### config.mk
export PLATFORM = sky130hd
export DESIGN_NAME = port_traffic_perf_monitor
export DESIGN_NICKNAME = d
export VERILOG_FILES = /design/src/rtl/ptpm_pkg.sv /design/src/rtl/port_traffic_perf_monitor.sv /design/src/rtl/ptpm_div.sv /design/src/rtl/ptpm_ctrl.sv /design/src/rtl/ptpm_dp.sv
export SDC_FILE = /design/constraint.sdc
export NUM_CORES = 2
export LEC_CHECK = 0
export BUFFER_PORTS_ARGS = -buffer_cell sky130_fd_sc_hd__buf_4
export CAP_MARGIN = 40
export CORE_MARGIN = 5
export CORE_UTILIZATION = 40
export DETAILED_ROUTE_END_ITERATION = 8
export SKIP_LAST_GASP = 1
export SYNTH_ARGS = -nofsm -noshare
export SYNTH_HDL_FRONTEND = slang
export SYNTH_SLANG_ARGS = --single-unit
### constraint.sdc
create_clock -name clock -period 11.51 [get_ports clock]
set_input_delay 1.7265 -clock clock [delete_from_list [all_inputs] [get_ports clock]]
set_output_delay 1.7265 -clock clock [all_outputs]
set_load 0.01 [all_outputs]
### src/rtl/ptpm_pkg.sv
package ptpm_pkg;

   localparam int PORT_COUNT = 3;
   localparam int PORT_W = 2;
   localparam int PORT_IDX_W = (PORT_COUNT > 1) ? $clog2(PORT_COUNT) : 1;
   localparam int DATA_W = 32;
   localparam int PERIOD_W = 16;
   localparam int DIV_STEP_W = $clog2(DATA_W);
   localparam logic [DATA_W-1:0] MS_PER_SEC = 32'd1000;
   localparam logic [PERIOD_W-1:0] PERIOD_RESET = 16'd1000;

   typedef enum logic [1:0] {
      EVT_RX   = 2'd0,
      EVT_TX   = 2'd1,
      EVT_LAT  = 2'd2,
      EVT_TICK = 2'd3
   } evt_type;

   typedef enum logic [1:0] {
      OPD_RX,
      OPD_TX,
      OPD_LAT
   } opd_type;

   typedef enum logic [2:0] {
      ST_IDLE,
      ST_LOAD,
      ST_SCALE,
      ST_START,
      ST_WAIT,
      ST_EMIT
   } state_type;

   typedef struct packed {
      logic                  record;
      logic                  tick;
      logic                  report;
      logic [PORT_IDX_W-1:0] idx;
      opd_type               opd;
      logic                  op_load;
      logic                  op_scale;
      logic                  div_start;
      logic                  capture;
      logic                  out_load;
   } ptpm_cmd_type;

   typedef struct packed {
      logic tick_due;
      logic div_done;
      logic out_free;
   } ptpm_status_type;

endpackage

### src/rtl/port_traffic_perf_monitor.sv
// An rx, tx or latency word is recorded when it is taken and needs no result.
// A tick that is due starts a report: per port two rate divisions and one mean
// division run one after another on a single shift-subtract divider, and each
// port's report word waits while the output holds a word that rsp_ready has not taken.
// Throughput: one word per cycle outside reports; no word is taken during one.
// Reset (synchronous) clears all totals and the report time; the period reads 1000.
module port_traffic_perf_monitor (
   input  logic                          clock,
   input  logic                          reset,
   input  logic                          req_valid,
   output logic                          req_ready,
   input  logic [1:0]                    req_type,
   input  logic [ptpm_pkg::PORT_W-1:0]   req_port,
   input  logic [ptpm_pkg::DATA_W-1:0]   req_amount,
   input  logic [ptpm_pkg::DATA_W-1:0]   req_now_ms,
   output logic                          rsp_valid,
   input  logic                          rsp_ready,
   output logic [ptpm_pkg::PORT_W-1:0]   rsp_report_port,
   output logic [ptpm_pkg::DATA_W-1:0]   rsp_rx_rate,
   output logic [ptpm_pkg::DATA_W-1:0]   rsp_tx_rate,
   output logic [ptpm_pkg::DATA_W-1:0]   rsp_latency_avg,
   output logic [ptpm_pkg::DATA_W-1:0]   rsp_latency_peak,
   output logic [ptpm_pkg::DATA_W-1:0]   rsp_sample_count,
   output logic                          rsp_last_line,
   input  logic                          csr_valid,
   output logic                          csr_ready,
   input  logic [ptpm_pkg::PERIOD_W-1:0] csr_report_period_ms
);

   ptpm_pkg::ptpm_cmd_type    cmd;
   ptpm_pkg::ptpm_status_type status;

   assign csr_ready = 1'b1;

   ptpm_ctrl u_ctrl (
      .clock     (clock),
      .reset     (reset),
      .req_valid (req_valid),
      .req_type  (req_type),
      .req_ready (req_ready),
      .status    (status),
      .cmd       (cmd)
   );

   ptpm_dp u_dp (
      .clock                (clock),
      .reset                (reset),
      .cmd                  (cmd),
      .status               (status),
      .req_type             (req_type),
      .req_port             (req_port),
      .req_amount           (req_amount),
      .req_now_ms           (req_now_ms),
      .csr_valid            (csr_valid),
      .csr_report_period_ms (csr_report_period_ms),
      .rsp_valid            (rsp_valid),
      .rsp_ready            (rsp_ready),
      .rsp_report_port      (rsp_report_port),
      .rsp_rx_rate          (rsp_rx_rate),
      .rsp_tx_rate          (rsp_tx_rate),
      .rsp_latency_avg      (rsp_latency_avg),
      .rsp_latency_peak     (rsp_latency_peak),
      .rsp_sample_count     (rsp_sample_count),
      .rsp_last_line        (rsp_last_line)
   );

   // A due tick must close the input side while the report runs.
   assert property (@(posedge clock) disable iff (reset)
      (cmd.tick && status.tick_due) |=> !req_ready)
      else $error("input still open after a report started");

   // A report word is loaded only when the output register can take it.
   assert property (@(posedge clock) disable iff (reset)
      cmd.out_load |-> status.out_free)
      else $error("report word loaded over a pending word");

   // Only ports that exist are ever reported.
   assert property (@(posedge clock) disable iff (reset)
      rsp_valid |-> (int'(rsp_report_port) < ptpm_pkg::PORT_COUNT))
      else $error("report names a port out of range");

   // The divider is never restarted while its result is being captured.
   assert property (@(posedge clock) disable iff (reset)
      cmd.capture |-> !cmd.div_start)
      else $error("divider restarted during capture");

endmodule

### src/rtl/ptpm_div.sv
module ptpm_div (
   input  logic                         clock,
   input  logic                         reset,
   input  logic                         start,
   input  logic [ptpm_pkg::DATA_W-1:0]  dividend,
   input  logic [ptpm_pkg::DATA_W-1:0]  divisor,
   output logic [ptpm_pkg::DATA_W-1:0]  quotient,
   output logic                         done
);

   logic                              busy_ff;
   logic                              done_ff;
   logic [ptpm_pkg::DIV_STEP_W-1:0]   cnt_ff;
   logic [ptpm_pkg::DATA_W-1:0]       quo_ff;
   logic [ptpm_pkg::DATA_W-1:0]       rem_ff;
   logic [ptpm_pkg::DATA_W-1:0]       dvs_ff;
   logic [ptpm_pkg::DATA_W:0]         rem_sh;
   logic [ptpm_pkg::DATA_W:0]         diff;
   logic                              ge;

   // Restoring division, one quotient bit per cycle, most significant first.
   assign rem_sh = {rem_ff, quo_ff[ptpm_pkg::DATA_W-1]};
   assign diff = rem_sh - {1'b0, dvs_ff};
   assign ge = ~diff[ptpm_pkg::DATA_W];

   always_ff @(posedge clock) begin
      if (reset) begin
         busy_ff <= 1'b0;
         done_ff <= 1'b0;
         cnt_ff <= '0;
      end else if (start) begin
         busy_ff <= 1'b1;
         done_ff <= 1'b0;
         cnt_ff <= '0;
      end else if (busy_ff) begin
         cnt_ff <= cnt_ff + 1'b1;
         if (cnt_ff == ptpm_pkg::DIV_STEP_W'(ptpm_pkg::DATA_W - 1)) begin
            busy_ff <= 1'b0;
            done_ff <= 1'b1;
         end
      end else begin
         done_ff <= 1'b0;
      end
   end

   always_ff @(posedge clock) begin
      if (start) begin
         quo_ff <= dividend;
         rem_ff <= '0;
         dvs_ff <= divisor;
      end else if (busy_ff) begin
         quo_ff <= {quo_ff[ptpm_pkg::DATA_W-2:0], ge};
         rem_ff <= ge ? diff[ptpm_pkg::DATA_W-1:0] : rem_sh[ptpm_pkg::DATA_W-1:0];
      end
   end

   assign quotient = quo_ff;
   assign done = done_ff;

endmodule

### src/rtl/ptpm_ctrl.sv
module ptpm_ctrl (
   input  logic                       clock,
   input  logic                       reset,
   input  logic                       req_valid,
   input  logic [1:0]                 req_type,
   output logic                       req_ready,
   input  ptpm_pkg::ptpm_status_type  status,
   output ptpm_pkg::ptpm_cmd_type     cmd
);

   ptpm_pkg::state_type                 state_ff, state_in;
   ptpm_pkg::opd_type                   opd_ff, opd_in;
   logic [ptpm_pkg::PORT_IDX_W-1:0]     idx_ff, idx_in;
   logic                                accept;
   logic                                is_tick;

   assign accept = req_valid && (state_ff == ptpm_pkg::ST_IDLE);
   assign is_tick = (req_type == ptpm_pkg::EVT_TICK);

   always_ff @(posedge clock) begin
      if (reset) begin
         state_ff <= ptpm_pkg::ST_IDLE;
         opd_ff <= ptpm_pkg::OPD_RX;
         idx_ff <= '0;
      end else begin
         state_ff <= state_in;
         opd_ff <= opd_in;
         idx_ff <= idx_in;
      end
   end

   always_comb begin
      state_in = state_ff;
      opd_in = opd_ff;
      idx_in = idx_ff;
      unique case (state_ff)
         ptpm_pkg::ST_IDLE: begin
            if (accept && is_tick && status.tick_due) begin
               state_in = ptpm_pkg::ST_LOAD;
               opd_in = ptpm_pkg::OPD_RX;
               idx_in = '0;
            end
         end
         ptpm_pkg::ST_LOAD: begin
            state_in = (opd_ff == ptpm_pkg::OPD_LAT) ? ptpm_pkg::ST_START
                                                     : ptpm_pkg::ST_SCALE;
         end
         ptpm_pkg::ST_SCALE: state_in = ptpm_pkg::ST_START;
         ptpm_pkg::ST_START: state_in = ptpm_pkg::ST_WAIT;
         ptpm_pkg::ST_WAIT: begin
            if (status.div_done) begin
               unique case (opd_ff)
                  ptpm_pkg::OPD_RX: begin
                     opd_in = ptpm_pkg::OPD_TX;
                     state_in = ptpm_pkg::ST_LOAD;
                  end
                  ptpm_pkg::OPD_TX: begin
                     opd_in = ptpm_pkg::OPD_LAT;
                     state_in = ptpm_pkg::ST_LOAD;
                  end
                  default: state_in = ptpm_pkg::ST_EMIT;
               endcase
            end
         end
         ptpm_pkg::ST_EMIT: begin
            if (status.out_free) begin
               if (idx_ff == ptpm_pkg::PORT_IDX_W'(ptpm_pkg::PORT_COUNT - 1)) begin
                  state_in = ptpm_pkg::ST_IDLE;
               end else begin
                  idx_in = idx_ff + 1'b1;
                  opd_in = ptpm_pkg::OPD_RX;
                  state_in = ptpm_pkg::ST_LOAD;
               end
            end
         end
         default: state_in = ptpm_pkg::ST_IDLE;
      endcase
   end

   always_comb begin
      req_ready = 1'b0;
      cmd = '0;
      cmd.idx = idx_ff;
      cmd.opd = opd_ff;
      unique case (state_ff)
         ptpm_pkg::ST_IDLE: begin
            req_ready = 1'b1;
            cmd.record = accept && !is_tick;
            cmd.tick = accept && is_tick;
         end
         ptpm_pkg::ST_LOAD: begin
            cmd.report = 1'b1;
            cmd.op_load = 1'b1;
         end
         ptpm_pkg::ST_SCALE: begin
            cmd.report = 1'b1;
            cmd.op_scale = 1'b1;
         end
         ptpm_pkg::ST_START: begin
            cmd.report = 1'b1;
            cmd.div_start = 1'b1;
         end
         ptpm_pkg::ST_WAIT: begin
            cmd.report = 1'b1;
            cmd.capture = status.div_done;
         end
         ptpm_pkg::ST_EMIT: begin
            cmd.report = 1'b1;
            cmd.out_load = status.out_free;
         end
         default: begin
            cmd.report = 1'b0;
         end
      endcase
   end

endmodule

### src/rtl/ptpm_dp.sv
module ptpm_dp (
   input  logic                          clock,
   input  logic                          reset,
   input  ptpm_pkg::ptpm_cmd_type        cmd,
   output ptpm_pkg::ptpm_status_type     status,
   input  logic [1:0]                    req_type,
   input  logic [ptpm_pkg::PORT_W-1:0]   req_port,
   input  logic [ptpm_pkg::DATA_W-1:0]   req_amount,
   input  logic [ptpm_pkg::DATA_W-1:0]   req_now_ms,
   input  logic                          csr_valid,
   input  logic [ptpm_pkg::PERIOD_W-1:0] csr_report_period_ms,
   output logic                          rsp_valid,
   input  logic                          rsp_ready,
   output logic [ptpm_pkg::PORT_W-1:0]   rsp_report_port,
   output logic [ptpm_pkg::DATA_W-1:0]   rsp_rx_rate,
   output logic [ptpm_pkg::DATA_W-1:0]   rsp_tx_rate,
   output logic [ptpm_pkg::DATA_W-1:0]   rsp_latency_avg,
   output logic [ptpm_pkg::DATA_W-1:0]   rsp_latency_peak,
   output logic [ptpm_pkg::DATA_W-1:0]   rsp_sample_count,
   output logic                          rsp_last_line
);

   localparam int DW = ptpm_pkg::DATA_W;
   localparam int PC = ptpm_pkg::PORT_COUNT;

   logic [DW-1:0] rx_total_ff [PC];
   logic [DW-1:0] tx_total_ff [PC];
   logic [DW-1:0] rx_at_ff [PC];
   logic [DW-1:0] tx_at_ff [PC];
   logic [DW-1:0] lat_total_ff [PC];
   logic [DW-1:0] lat_count_ff [PC];
   logic [DW-1:0] lat_max_ff [PC];

   logic [DW-1:0]                     last_report_ff;
   logic [ptpm_pkg::PERIOD_W-1:0]     period_ff;
   logic [DW-1:0]                     elapsed_ff;
   logic [DW-1:0]                     num_ff;
   logic [DW-1:0]                     rx_q_ff, tx_q_ff, avg_q_ff;
   logic                              rsp_valid_ff;
   logic [ptpm_pkg::PORT_W-1:0]       report_port_ff;
   logic [DW-1:0]                     rx_rate_ff, tx_rate_ff, avg_ff, peak_ff, count_ff;
   logic                              last_line_ff;

   logic [ptpm_pkg::PORT_IDX_W-1:0]   rd_idx;
   logic                              port_ok;
   logic [DW-1:0]                     elapsed;
   logic [DW-1:0]                     period_eff;
   logic                              first_tick;
   logic [DW-1:0]                     operand;
   logic [DW-1:0]                     divisor;
   logic [DW-1:0]                     quotient;
   logic                              div_done;

   // Outside a report the stores are read at the event's port, during one at the
   // port being reported.
   assign rd_idx = cmd.report ? cmd.idx : ptpm_pkg::PORT_IDX_W'(req_port);
   assign port_ok = (int'(req_port) < PC);

   assign period_eff = (period_ff == '0) ? DW'(1) : DW'(period_ff);
   assign elapsed = req_now_ms - last_report_ff;
   assign first_tick = (last_report_ff == '0);

   always_ff @(posedge clock) begin
      if (reset) begin
         period_ff <= ptpm_pkg::PERIOD_RESET;
      end else if (csr_valid) begin
         period_ff <= csr_report_period_ms;
      end
   end

   always_ff @(posedge clock) begin
      if (reset) begin
         last_report_ff <= '0;
      end else if (cmd.tick && (first_tick || elapsed >= period_eff)) begin
         last_report_ff <= req_now_ms;
      end
   end

   always_ff @(posedge clock) begin
      if (cmd.tick) begin
         elapsed_ff <= elapsed;
      end
   end

   always_ff @(posedge clock) begin
      if (reset) begin
         for (int p = 0; p < PC; p++) begin
            rx_total_ff[p] <= '0;
            tx_total_ff[p] <= '0;
            rx_at_ff[p] <= '0;
            tx_at_ff[p] <= '0;
            lat_total_ff[p] <= '0;
            lat_count_ff[p] <= '0;
            lat_max_ff[p] <= '0;
         end
      end else begin
         for (int p = 0; p < PC; p++) begin
            if (cmd.record && port_ok && (rd_idx == ptpm_pkg::PORT_IDX_W'(p))) begin
               case (ptpm_pkg::evt_type'(req_type))
                  ptpm_pkg::EVT_RX: rx_total_ff[p] <= rx_total_ff[p] + req_amount;
                  ptpm_pkg::EVT_TX: tx_total_ff[p] <= tx_total_ff[p] + req_amount;
                  ptpm_pkg::EVT_LAT: begin
                     lat_total_ff[p] <= lat_total_ff[p] + req_amount;
                     lat_count_ff[p] <= lat_count_ff[p] + 1'b1;
                     if (req_amount > lat_max_ff[p]) begin
                        lat_max_ff[p] <= req_amount;
                     end
                  end
                  default: ;
               endcase
            end
            if (cmd.out_load && (cmd.idx == ptpm_pkg::PORT_IDX_W'(p))) begin
               rx_at_ff[p] <= rx_total_ff[p];
               tx_at_ff[p] <= tx_total_ff[p];
               lat_total_ff[p] <= '0;
               lat_count_ff[p] <= '0;
               lat_max_ff[p] <= '0;
            end
         end
      end
   end

   always_comb begin
      case (cmd.opd)
         ptpm_pkg::OPD_RX: operand = rx_total_ff[rd_idx] - rx_at_ff[rd_idx];
         ptpm_pkg::OPD_TX: operand = tx_total_ff[rd_idx] - tx_at_ff[rd_idx];
         default:          operand = lat_total_ff[rd_idx];
      endcase
   end

   assign divisor = (cmd.opd == ptpm_pkg::OPD_LAT) ? lat_count_ff[rd_idx] : elapsed_ff;

   always_ff @(posedge clock) begin
      if (cmd.op_load) begin
         num_ff <= operand;
      end else if (cmd.op_scale) begin
         num_ff <= DW'(num_ff * ptpm_pkg::MS_PER_SEC);
      end
   end

   ptpm_div u_div (
      .clock    (clock),
      .reset    (reset),
      .start    (cmd.div_start),
      .dividend (num_ff),
      .divisor  (divisor),
      .quotient (quotient),
      .done     (div_done)
   );

   always_ff @(posedge clock) begin
      if (cmd.capture) begin
         case (cmd.opd)
            ptpm_pkg::OPD_RX: rx_q_ff <= quotient;
            ptpm_pkg::OPD_TX: tx_q_ff <= quotient;
            default: avg_q_ff <= (lat_count_ff[rd_idx] == '0) ? '0 : quotient;
         endcase
      end
   end

   always_ff @(posedge clock) begin
      if (reset) begin
         rsp_valid_ff <= 1'b0;
      end else if (cmd.out_load) begin
         rsp_valid_ff <= 1'b1;
      end else if (rsp_ready) begin
         rsp_valid_ff <= 1'b0;
      end
   end

   always_ff @(posedge clock) begin
      if (cmd.out_load) begin
         report_port_ff <= ptpm_pkg::PORT_W'(cmd.idx);
         rx_rate_ff <= rx_q_ff;
         tx_rate_ff <= tx_q_ff;
         avg_ff <= avg_q_ff;
         peak_ff <= lat_max_ff[rd_idx];
         count_ff <= lat_count_ff[rd_idx];
         last_line_ff <= (cmd.idx == ptpm_pkg::PORT_IDX_W'(PC - 1));
      end
   end

   assign status.tick_due = !first_tick && (elapsed >= period_eff);
   assign status.div_done = div_done;
   assign status.out_free = !rsp_valid_ff || rsp_ready;

   assign rsp_valid = rsp_valid_ff;
   assign rsp_report_port = report_port_ff;
   assign rsp_rx_rate = rx_rate_ff;
   assign rsp_tx_rate = tx_rate_ff;
   assign rsp_latency_avg = avg_ff;
   assign rsp_latency_peak = peak_ff;
   assign rsp_sample_count = count_ff;
   assign rsp_last_line = last_line_ff;

endmodule
==> results.json <==
{
  "synth_fp_nets": 8191,
  "async_reset_ff_frac": 0,
  "antenna_found_initial": 13,
  "min_period_ps": 6395,
  "cts_made_buffers": 141,
  "fmax_ghz": 0.1564,
  "critical_path_required_ps": 12180,
  "gp_congestion": 0.9269,
  "critical_path_class": "reg2reg",
  "die_h_um": 437.6,
  "post_drt_via_cell_ratio": 5.693,
  "setup-tns-final_ps": 0,
  "slew_headroom": 0.3715,
  "yosysSeqAreaShare": 0.4477,
  "grt_max_degree": 124,
  "drt_first_pass_iters": 7,
  "grt_first_pass_wirelength_um": 338100,
  "pin_count": 255,
  "period_share": 0.5556,
  "run_status": "completed",
  "synth_cell_types": 97,
  "critical_path_arrival_ps": 7060,
  "power_density_mw_per_mm2": 314.0,
  "skew_ps": 26.02,
  "core_area_mm2": 0.1825,
  "vdd_drop_max_mv": 0.7633,
  "postCtsSetupBuffers": 0,
  "place_hpwl_um": 161700,
  "die_w_um": 437.6,
  "tightestPinTransition_ps": 942.8,
  "grt_pass1_vias": 55530,
  "post_dp_cell_area_mm2": 0.07804,
  "setup_violations": 0,
  "hp-class": "reg2reg",
  "syn_to_final_growth_pct": 13.02,
  "clk_latency_ps": 800,
  "fin_util": 0.4529,
  "grt.total_usage": 0.2265,
  "vias": 57730,
  "clockBufferDepth": 3,
  "synth_seq_cells": 1154,
  "startpoint_type": "flip-flop",
  "avgSynthCellArea_um2": 9.860,
  "finalInstanceArea_mm2": 0.08266,
  "post_drt_wl_per_cell_um": 22.06,
  "power.leakage_nw": 33.05,
  "yosys_warnings": 0,
  "netlist_area_mm2": 0.07314,
  "worst_setup_path_end_kind": "flip-flop",
  "grt-ovfl-total": 0,
  "cts_tree": "done",
  "max-cap-violations": 0,
  "hold_buffers": 0,
  "h-tree-depth": 4,
  "final_max_slew_viol_count": 0,
  "die-area_mm2": 0.1915,
  "placementRows": 157,
  "ctsResizeCount": 0,
  "synth_ff_type": "edfxtp_1",
  "rsz0062_at_grt": "no",
  "path_max_fanout": 4,
  "antenna_left": 0,
  "port_buffers": 253,
  "cts-root-buf": "clkbuf_16",
  "path_clk_slew_ps": 60,
  "drtIter0Drc": 4987,
  "nNetsFinal": 8406,
  "start_util": 0.4008,
  "clock-sinks": 1154,
  "final_layout_size_suffix_gt1_frac": 0.08605,
  "synth-edff-count": 963,
  "postSynthCellCount": 7418,
  "hold_viol": 0,
  "wirelength_um": 223700,
  "drt_drc_violations_left": 0
}
## cell families after synthesis
kind of cell / share of synthesized area
AO/OA/AOI/OAI: 0.1560
flip-flops: 0.4477
XOR/XNOR: 0.04982
multiplexers: 0.01771
other: 0.00005127
buffers and inverters: 0.03668
adder cells (fa/ha/maj): 0.1277
AND/OR/NAND/NOR: 0.1644
## final cells by class
class | count | area [µm²]
flip-flops and latches | 1154 | 32740
clock inverters | 62 | 623.1
repair buffers | 340 | 2771
diodes | 5 | 12.51
inverters | 425 | 1598
well taps | 2385 | 2984
multi-input cells | 5571 | 37940
clock buffers | 199 | 3985
fillers | 17110 | 99830
## stage by stage
stage | instances | setup slack [ps] | hold slack [ps] | total power [mW]
after floorplan | 7418 | 2252 | 400.3 | 16.79
after global placement | 9853 | 4582 | 403.0 | 21.16
after detailed placement | 9875 | 4611 | 404.5 | 21.43
after CTS | 10140 | 5190 | 410.6 | 26.03
after global routing | 10140 | 4713 | 421.6 | 28.09
final | 10140 | 5115 | 412.7 | 25.95
## registers in the layout (all words and copies together) (netlist names), 96 cells and up
signal and flops:
u_dp.lat_max_ff 96, u_dp.rx_at_ff 96, u_dp.tx_at_ff 96, u_dp.lat_total_ff 96, u_dp.rx_total_ff 96, u_dp.lat_count_ff 96, u_dp.tx_total_ff 96
## power breakdown
| part | switching, mW | total [mW] | internal, mW |
|---|---|---|---|
| clock | 1.87 | 4.48 | 2.61 |
| combinational | 9.96 | 15.9 | 5.93 |
| sequential | 0.293 | 5.58 | 5.28 |
| total | 12.1 | 26.0 | 13.8 |
## worst max-delay path: stages, from the launching register on
cell	delay (ps)
edfxtp_1	460
inv_1	220
fa_1	490
fa_1	510
fa_1	520
fa_1	550
inv_1	50
ha_1	330
o21ai_0	320
a21boi_0	140
o41a_1	160
o211a_1	280
o311a_1	400
o21a_1	200
o21a_1	190
o31a_1	280
a221o_1	350
xnor2_1	570
o32a_1	260
## cells in the final DEF (no fill, tap or decap), types with 22 or more instances in the layout
| master | netlist | layout |
|---|---|---|
| or3_1 | 36 | 36 |
| ha_1 | 580 | 580 |
| buf_4 | 1 | 321 |
| dfxtp_1 | 191 | 190 |
| o31ai_1 | 22 | 22 |
| nand2_1 | 657 | 651 |
| and3_1 | 66 | 66 |
| xnor2_1 | 215 | 215 |
| o21bai_1 | 39 | 39 |
| mux2_2 | 35 | 33 |
| a211oi_1 | 106 | 106 |
| clkbuf_16 | 0 | 148 |
| nand3_1 | 140 | 138 |
| o21ai_0 | 310 | 309 |
| o211ai_1 | 59 | 59 |
| a31oi_1 | 161 | 160 |
| inv_1 | 424 | 421 |
| nor3_1 | 146 | 145 |
| nand2b_1 | 92 | 92 |
| nor2_1 | 805 | 799 |
| nor4_1 | 38 | 37 |
| a21o_1 | 185 | 185 |
| mux2i_1 | 90 | 88 |
| and2_1 | 279 | 278 |
| nand4_1 | 72 | 72 |
| fa_1 | 104 | 104 |
| nor2b_1 | 96 | 96 |
| clkbuf_1 | 219 | 42 |
| edfxtp_1 | 963 | 963 |
| a21oi_1 | 600 | 599 |
| xor2_1 | 201 | 201 |
| o21a_1 | 81 | 81 |
| or2_2 | 28 | 28 |
## worst paths after layout
kind | startpoint | end | slack (ps) | depth (start not counted)
worst min register to register | u_dp.rx_q_ff[0] | u_dp.rsp_rx_rate[0] | 410 | 0
worst min-delay path | u_dp.rx_q_ff[0] | u_dp.rsp_rx_rate[0] | 410 | 0
worst max register to register | u_dp.num_ff[3] | u_dp.num_ff[31] | 5110 | 18
worst max-delay path | u_dp.num_ff[3] | u_dp.num_ff[31] | 5110 | 18
## synthesized netlist by cell type (all sizes together), types with 11 or more instances
cell	n	area, µm²
and3	66	412.9
ha	580	7257
clkbuf	220	827.0
o22ai	18	112.6
inv	424	1592
nor3	149	767.0
edfxtp	963	28920
o21ai	317	1598
nand2b	92	575.6
o211ai	59	442.9
xnor2	215	1883
a21boi	14	108.9
a41oi	12	105.1
a211o	20	175.2
a31oi	161	1007
a21oi	603	3029
a21o	185	1389
nand3b	11	82.58
o311ai	12	105.1
and2	282	1768
nor2	805	3022
nand3	140	700.7
a2111oi	20	176.4
or4	12	90.09
nor3b	14	105.1
xor2	201	1760
mux2	35	394.1
o221ai	12	105.1
buf	48	260.3
o21bai	39	292.8
or3	38	247.7
nand4	73	462.9
o31a	12	105.1
nor4	38	237.7
fa	104	2082
and4	16	141.4
a22oi	16	120.1
or2	28	175.2
nor2b	96	600.6
dfxtp	191	3824
o21a	81	608.1
a211oi	106	795.8
o31ai	22	165.2
mux2i	90	900.9
nand2	657	2466
## metal layers
metal / vias up / track usage / part of all wire
li1: 27300 / - / -
met1: 28150 / 0.3175 / 0.45
met5: - / 0 / 0.00015
met4: 4 / 0.07975 / 0.036
met2: 1936 / 0.3571 / 0.44
met3: 332 / 0.03516 / 0.070
Note: power is estimated with default switching activity, not from simulation.
